<file path="config.mk">
export PLATFORM = sky130hd
export DESIGN_NAME = e2q_cordic
export DESIGN_NICKNAME = d
export VERILOG_FILES = /design/src/hdl/e2q_pkg.sv /design/src/hdl/e2q_cordic.sv
export SDC_FILE = /design/constraint.sdc
export NUM_CORES = 2
export LEC_CHECK = 0
export BUFFER_PORTS_ARGS = -buffer_cell sky130_fd_sc_hd__buf_2
export CAP_MARGIN = 5
export CORE_ASPECT_RATIO = 0.9
export CORE_MARGIN = 2
export CORE_UTILIZATION = 44
export CTS_CLUSTER_SIZE = 25
export DETAILED_ROUTE_END_ITERATION = 7
export PLACE_DENSITY = 0.56
export SYNTH_ARGS = -nofsm -noshare
export SYNTH_HDL_FRONTEND = slang
export SYNTH_SLANG_ARGS = --single-unit
</file>
<file path="constraint.sdc">
create_clock -name clock -period 6.9 [get_ports clock]
set_input_delay 1.38 -clock clock [delete_from_list [all_inputs] [get_ports clock]]
set_output_delay 1.38 -clock clock [all_outputs]
set_load 0.01 [all_outputs]
</file>
<file path="src/hdl/e2q_pkg.sv">
`timescale 1ns / 1ps
`default_nettype none
package e2q_pkg;

   localparam int ANGLE_BITS_DEF = 16;
   localparam int OUT_BITS_DEF = 16;
   localparam int SINCOS_STAGES_DEF = 16;

   // CORDIC datapath: Q30 values, one guard bit plus sign
   localparam int DW = 33;
   localparam int ZW = 34;
   localparam int FRAC = 30;
   localparam logic signed [DW-1:0] GAIN_Q30 = 33'sd652032874;

   typedef struct packed {
      logic [ANGLE_BITS_DEF-1:0] roll_angle;
      logic [ANGLE_BITS_DEF-1:0] pitch_angle;
      logic [ANGLE_BITS_DEF-1:0] yaw_angle;
   } req_type;

   typedef struct packed {
      logic [OUT_BITS_DEF-1:0] quat_w;
      logic [OUT_BITS_DEF-1:0] quat_x;
      logic [OUT_BITS_DEF-1:0] quat_y;
      logic [OUT_BITS_DEF-1:0] quat_z;
   } rsp_type;

   // arctangent table, 2*pi == 2^32
   function automatic logic signed [ZW-1:0] atan_val(input int i);
      logic [31:0] t;
      case (i)
         0: t = 32'h20000000;  1: t = 32'h12E4051E;  2: t = 32'h09FB385B;
         3: t = 32'h051111D4;  4: t = 32'h028B0D43;  5: t = 32'h0145D7E1;
         6: t = 32'h00A2F61E;  7: t = 32'h00517C55;  8: t = 32'h0028BE53;
         9: t = 32'h00145F2F; 10: t = 32'h000A2F98; 11: t = 32'h000517CC;
         12: t = 32'h00028BE6; 13: t = 32'h000145F3; 14: t = 32'h0000A2FA;
         15: t = 32'h0000517D; 16: t = 32'h000028BE; 17: t = 32'h0000145F;
         18: t = 32'h00000A30; 19: t = 32'h00000518; 20: t = 32'h0000028C;
         21: t = 32'h00000146; 22: t = 32'h000000A3; 23: t = 32'h00000051;
         24: t = 32'h00000029; 25: t = 32'h00000014; 26: t = 32'h0000000A;
         27: t = 32'h00000005; 28: t = 32'h00000003; 29: t = 32'h00000001;
         30: t = 32'h00000001;
         default: t = 32'h0;
      endcase
      atan_val = $signed({2'b00, t});
   endfunction

endpackage
`default_nettype wire

</file>
<file path="src/hdl/e2q_cordic.sv">
`timescale 1ns / 1ps
`default_nettype none
// Pipelined CORDIC: one rotation stage per register, gives cos/sin of half angle.
module e2q_cordic #(
   parameter int ANGLE_BITS = e2q_pkg::ANGLE_BITS_DEF,
   parameter int SINCOS_STAGES = e2q_pkg::SINCOS_STAGES_DEF
) (
   input  wire logic                             clock,
   input  wire logic                             en,
   input  wire logic [ANGLE_BITS-1:0]            angle,
   output logic signed [e2q_pkg::DW-1:0]         cos_q,
   output logic signed [e2q_pkg::DW-1:0]         sin_q
);
   localparam int DW = e2q_pkg::DW;
   localparam int ZW = e2q_pkg::ZW;
   localparam int N = (SINCOS_STAGES < 32) ? SINCOS_STAGES : 32;

   logic signed [DW-1:0] x_ff [1:N];
   logic signed [DW-1:0] y_ff [1:N];
   logic signed [ZW-1:0] z_ff [1:N];
   logic signed [ZW-1:0] z0;

   // half angle in 2^32 units per turn
   always_comb begin
      if (ANGLE_BITS <= 31)
         z0 = ZW'($signed(angle)) <<< (31 - ANGLE_BITS);
      else
         z0 = ZW'($signed(angle) >>> (ANGLE_BITS - 31));
   end

   for (genvar i = 0; i < N; i++) begin : g_stage
      logic signed [DW-1:0] x_cur, y_cur;
      logic signed [ZW-1:0] z_cur;
      logic signed [DW-1:0] x_in, y_in;
      logic signed [ZW-1:0] z_in;
      logic signed [DW-1:0] xs, ys;
      // first stage starts from the gain and the fresh half angle
      if (i == 0) begin : g_first
         assign x_cur = e2q_pkg::GAIN_Q30;
         assign y_cur = '0;
         assign z_cur = z0;
      end else begin : g_next
         assign x_cur = x_ff[i];
         assign y_cur = y_ff[i];
         assign z_cur = z_ff[i];
      end
      always_comb begin
         xs = x_cur >>> i;
         ys = y_cur >>> i;
         if (!z_cur[ZW-1]) begin
            x_in = x_cur - ys;
            y_in = y_cur + xs;
            z_in = z_cur - e2q_pkg::atan_val(i);
         end else begin
            x_in = x_cur + ys;
            y_in = y_cur - xs;
            z_in = z_cur + e2q_pkg::atan_val(i);
         end
      end
      always_ff @(posedge clock) begin
         if (en) begin
            x_ff[i+1] <= x_in;
            y_ff[i+1] <= y_in;
            z_ff[i+1] <= z_in;
         end
      end
   end

   assign cos_q = x_ff[N];
   assign sin_q = y_ff[N];
endmodule
`default_nettype wire

</file>
Word level (Yosys, flattened, before mapping)
Memory sizes are Yosys's and may differ from the RTL's.
Cells that the tools add are included.
W data, S select, Z words.
- multiplexer cells: 49
- add/subtract/negate cells: 92
- operators by type and width (cell ; number):
    $mux W33 ; 31
    $mux W34 ; 16
    $add A33 B18 Y33 ; 2
    $add A33 B19 Y33 ; 2
    $add A33 B20 Y33 ; 2
    $add A33 B21 Y33 ; 2
    $add A33 B22 Y33 ; 2
    $add A33 B23 Y33 ; 2
    $add A33 B24 Y33 ; 2
    $add A33 B25 Y33 ; 2
    $add A33 B26 Y33 ; 2
    $add A33 B27 Y33 ; 2
    $add A33 B28 Y33 ; 2
    $add A33 B29 Y33 ; 2
    $add A33 B30 Y33 ; 2
    $add A33 B31 Y33 ; 2
    $add A33 B32 Y33 ; 2
    $sub A33 B18 Y33 ; 2
    $sub A33 B19 Y33 ; 2
    $sub A33 B20 Y33 ; 2
    $sub A33 B21 Y33 ; 2
    $sub A33 B22 Y33 ; 2
    $sub A33 B23 Y33 ; 2
    $sub A33 B24 Y33 ; 2
    41 further kinds ; 50
- word-level logic and storage cells: 144
- input port bits: 18
- bits in writable memories: 1600
- output and inout port bits: 66
- memories: 3
- flip-flop bits (word level): 0
- memory list (name ; depth ; width ; read ports ; clocked after Yosys merged registers in ; write ports ; line ; text):
    z_ff ; 16 ; 34 ; 15 ; 0 ; 16 ; e2q_cordic.sv:20 ; logic signed [ZW-1:0] z_ff [1:N];
    x_ff ; 16 ; 33 ; 16 ; 0 ; 16 ; e2q_cordic.sv:18 ; logic signed [DW-1:0] x_ff [1:N];
    y_ff ; 16 ; 33 ; 16 ; 0 ; 16 ; e2q_cordic.sv:19 ; logic signed [DW-1:0] y_ff [1:N];

Logic depth before layout (Yosys ltp)
An unclocked memory read counts as a cell.
- depth after elaboration: 3
- depth in mapped cells: 21
- mapped depth without buffers: 20

Worst setup path before layout
No wires, ideal clock.
- path kind: register to register
- start point: register, netlist name z_ff[0][101]
- end point: register, netlist name x_ff[0][125]
- stages on the path, launching flop included: 16
- buffers on the path: 3
- clock period less this slack: 4.569 ns
- setup slack: 2.331 ns
- library setup time: 0.260 ns
- arrival time: 4.309 ns
- data required time: 6.640 ns
- path through: edfxtp_1 -> clkbuf_1 -> buf_1 -> clkbuf_1 -> mux2_2 -> fa_1 -> a21oi_1 -> o211ai_1 -> a2111o_1 -> a211oi_1 -> a211oi_1 -> o41ai_1 -> nand2b_1 -> a31o_1 -> a21oi_2 -> xnor2_1

==> out/results.ini <==
[worst_setup_path]
reg2regPathDepth = 17
critical_path.max_fanout = 6
timing.critical_path.from = x_ff[0][272]$_DFFE_PP_
timing_worst_setup_path_type = register to register
worstReg2RegEnd = y_ff[0][329]$_DFFE_PP_
r2r_setup_slack_ns = 1.42
ordered_cell_list_for_the_critical_path = or4_1 -> nor3_1 -> and2_1 -> nor4b_1 -> nor2_1 -> xnor2_1 -> ha_1 -> a21o_1 -> a21oi_1 -> o21ai_0 -> o41ai_1 -> a2bb2oi_1 -> nand3_1 -> a31oi_1 -> o21ai_0 -> a21oi_1 -> xnor2_1
start_kind = register
data_arrival_time_of_the_worst_path_ns = 6.09
crit_path_top_delay_cell = nor4b_1
cp.required_ns = 7.51
critical-path-max-stage-delay_ns = 0.78
path_buf_inv = 0
critical_path.reg2reg.startpoint = x_ff[0][272]$_DFFE_PP_
path_delay_family = simple AND/OR/NAND/NOR gates
critPathCaptureType = register

[clock_network]
tritoncts.num_buffers = 175
cts.repair_timing.setup_buffer_count = 0
clk_latency_ns = 0.86
cts-resized-gates = 0
clock-sinks = 1398
cts_tree = built
h-tree-depth = 4
cts_root_buf = clkbuf_16
cts.reportedPaths.clkPinSlew_ns = 0.07
cts-hold-fix-buffers = 0
max-clock-path-buffers = 4

[placement]
pre_cts_ws_ns = 1.53
globalplace.congestion = 0.931
port_buffers = 83
dpl-instance-area_um2 = 122000
dp_hpwl_um = 253000
dpl.cell_count = 15674

[sta]
slew_headroom_pct = 16.5
final.setup.tns_ns = 0
clock-skew-final_ns = 0.0598
tightest_slew_ns = 1.22
setup_viol = 0
fmax_mhz = 182
hold_viol = 0
finalWorstSetupSlack_ns = 1.42
finalCritPeriodShare_pct = 79.4
clock_period_minus_worst_slack_ns = 5.48
rsz0062_at_grt = no
maxSlewViolCount = 0

[synthesis]
netlist_area_um2 = 118000
share_of_synthesized_cell_area_in_and_or_nand_and_nor_gates_pct = 13.1
yosys-top-cells-count = 1398 x edfxtp_1, 1360 x ha_1, 1289 x a21oi_1
dominantRegCellSynth = edfxtp_1
ys_warn_count = 0
synth_async_sr_flop_share_pct = 0
synthDistinctLibCells = 104
syn_inst = 12144
synth.yosys.seq_area_share_pct = 35.7
synthMuxAreaShare_pct = 1.01
synth-compound-area-share_pct = 19.9
synth_top_family_by_area = compound AO/OA/AOI/OAI gates
synth_enable_flop_cells = 1398
yosys.area_share.xor_xnor_pct = 13.1
synth-adder-area-share_pct = 15.2
post_synth.cell_area_avg_um2 = 9.68
synth_most_common_cell = edfxtp_1
ys_top_cells_by_area = edfxtp_1 36%, ha_1 14%, xnor2_1 8.2%, a21oi_1 5.5%, xor2_1 4.8%
synth.top_cell.area_share_pct = 35.7
ys_seq_elements = 1398
synth_top_cell_by_area = edfxtp_1
syn-num-nets = 13563

[finish]
drive_gt1_share_pct = 4.59
finish.cell_count_without_fillers = 15976
num-nets-final = 13722
design_area_um2 = 128000
growth_of_design_area_from_synthesis_to_finish_pct = 8.82

[run_status]
run_status = finished clean

[detailed_routing]
drt_first_pass_iters = 6
remaining_drc_errors = 0
drt_iter0_markers = 6238
route.antenna.remaining_nets = 0
routed_wire_length_per_instance_um = 19.8
dr_total_vias = 91337
detail_route.vias_per_cell = 5.72
totalWireLength_um = 316000

[global_routing]
grt-ovfl-total = 0
vias_in_the_first_global_route = 88166
grt_max_degree = 171
grt_antenna_before_repair = 4
grt_util_all_layers_pct = 22.8
grt_pass1_wl_um = 495000

[flow_run]
max_cap_violations = 0

[min_path]
min-delay-start = z_ff[0][103]$_DFFE_PP_
hold_path_end = z_ff[0][137]$_DFFE_PP_
hp-class = register to register
hold_depth = 0

[floorplan]
num_rows = 180
die_height_um = 494
die_width_um = 549
dieArea_um2 = 271000
placeable_core_area_um2 = 266000
initial_standard_cell_utilization_of_the_core_pct = 44.1
design.portCount = 84

-- layer usage --
layer / share of wire (%) / up-vias / global-route usage, %
met5: 0 / - / 0
met4: 2.7 / 0 / 5.91
met3: 4.0 / 428 / 2.20
met2: 47 / 1935 / 38.9
met1: 46 / 43442 / 30.8
li1: - / 45532 / -
-- flip-flops by register name, summed over array words and instances, names as in the netlist --
register,count
y_ff,496
x_ff,470
z_ff,432
-- cells by family (layout without fill, tap and decap cells) --
logic type / after synthesis / after routing
compound gates: 3644 / 3644
other cells: 0 / 1
xor+xnor: 1750 / 1750
simple gates: 3166 / 3166
buf+inv: 672 / 954
mux: 113 / 113
flops: 1398 / 1398
fa+ha+maj: 1401 / 1401
-- layout by cell type, fill, tap and decap left out, drive strengths merged, types with 27 or more instances in the layout --
cell type  netlist  routed
a21oi         1294    1294
nand2          589     589
nor3           328     328
xor2           645     645
nand4           84      84
mux2            40      40
a21boi          49      49
a2111oi         32      32
or2             38      38
o41ai           41      41
buf             34     149
a211oi         113     113
nand3          172     172
ha            1360    1360
o21a           162     162
or4             33      33
a31o            48      48
and3           129     129
a211o           33      33
o21bai         161     161
clkbuf         134     203
o31ai           50      50
clkinv           2      67
nand2b         174     174
nor4            97      97
mux2i           73      73
nor3b           56      56
edfxtp        1398    1398
and4            27      27
o21ai          578     578
o211ai          71      71
a21o           629     629
and2            65      65
xnor2         1104    1104
a31oi          128     128
nor2          1087    1087
or3             76      76
nor2b          150     150
inv            502     506
fa              41      41
-- metrics by stage --
stage	hold WS [ns]	util, %
floorplan	0.400	-
finish	0.416	48.0
detailed placement	0.405	46.0
global route	0.427	48.0
global placement	0.403	46.0
CTS	0.418	48.0
-- worst max path at each step --
stage                                        end  cells past startpoint
final                     y_ff[0][329]$_DFFE_PP_                     17
after global routing      y_ff[0][329]$_DFFE_PP_                     17
after CTS                 y_ff[0][329]$_DFFE_PP_                     17
after detailed placement  y_ff[0][329]$_DFFE_PP_                     17
after global placement    y_ff[0][329]$_DFFE_PP_                     17
after floorplan           x_ff[0][125]$_DFFE_PP_                     15
-- final cells by class --
type / instances / area, µm²
tap: 3549 / 4440
multi-input combinational: 10074 / 73100
antenna: 1 / 2.50
timing repair buffer: 150 / 1050
fill: 24662 / 138000
clock buffer: 203 / 4550
inverter: 504 / 1890
sequential: 1398 / 42000
clock inverter: 97 / 956
Power is left out: the tool's default activity adds up to more than one toggle a clock period on the data nets, which glitch-free logic cannot reach.
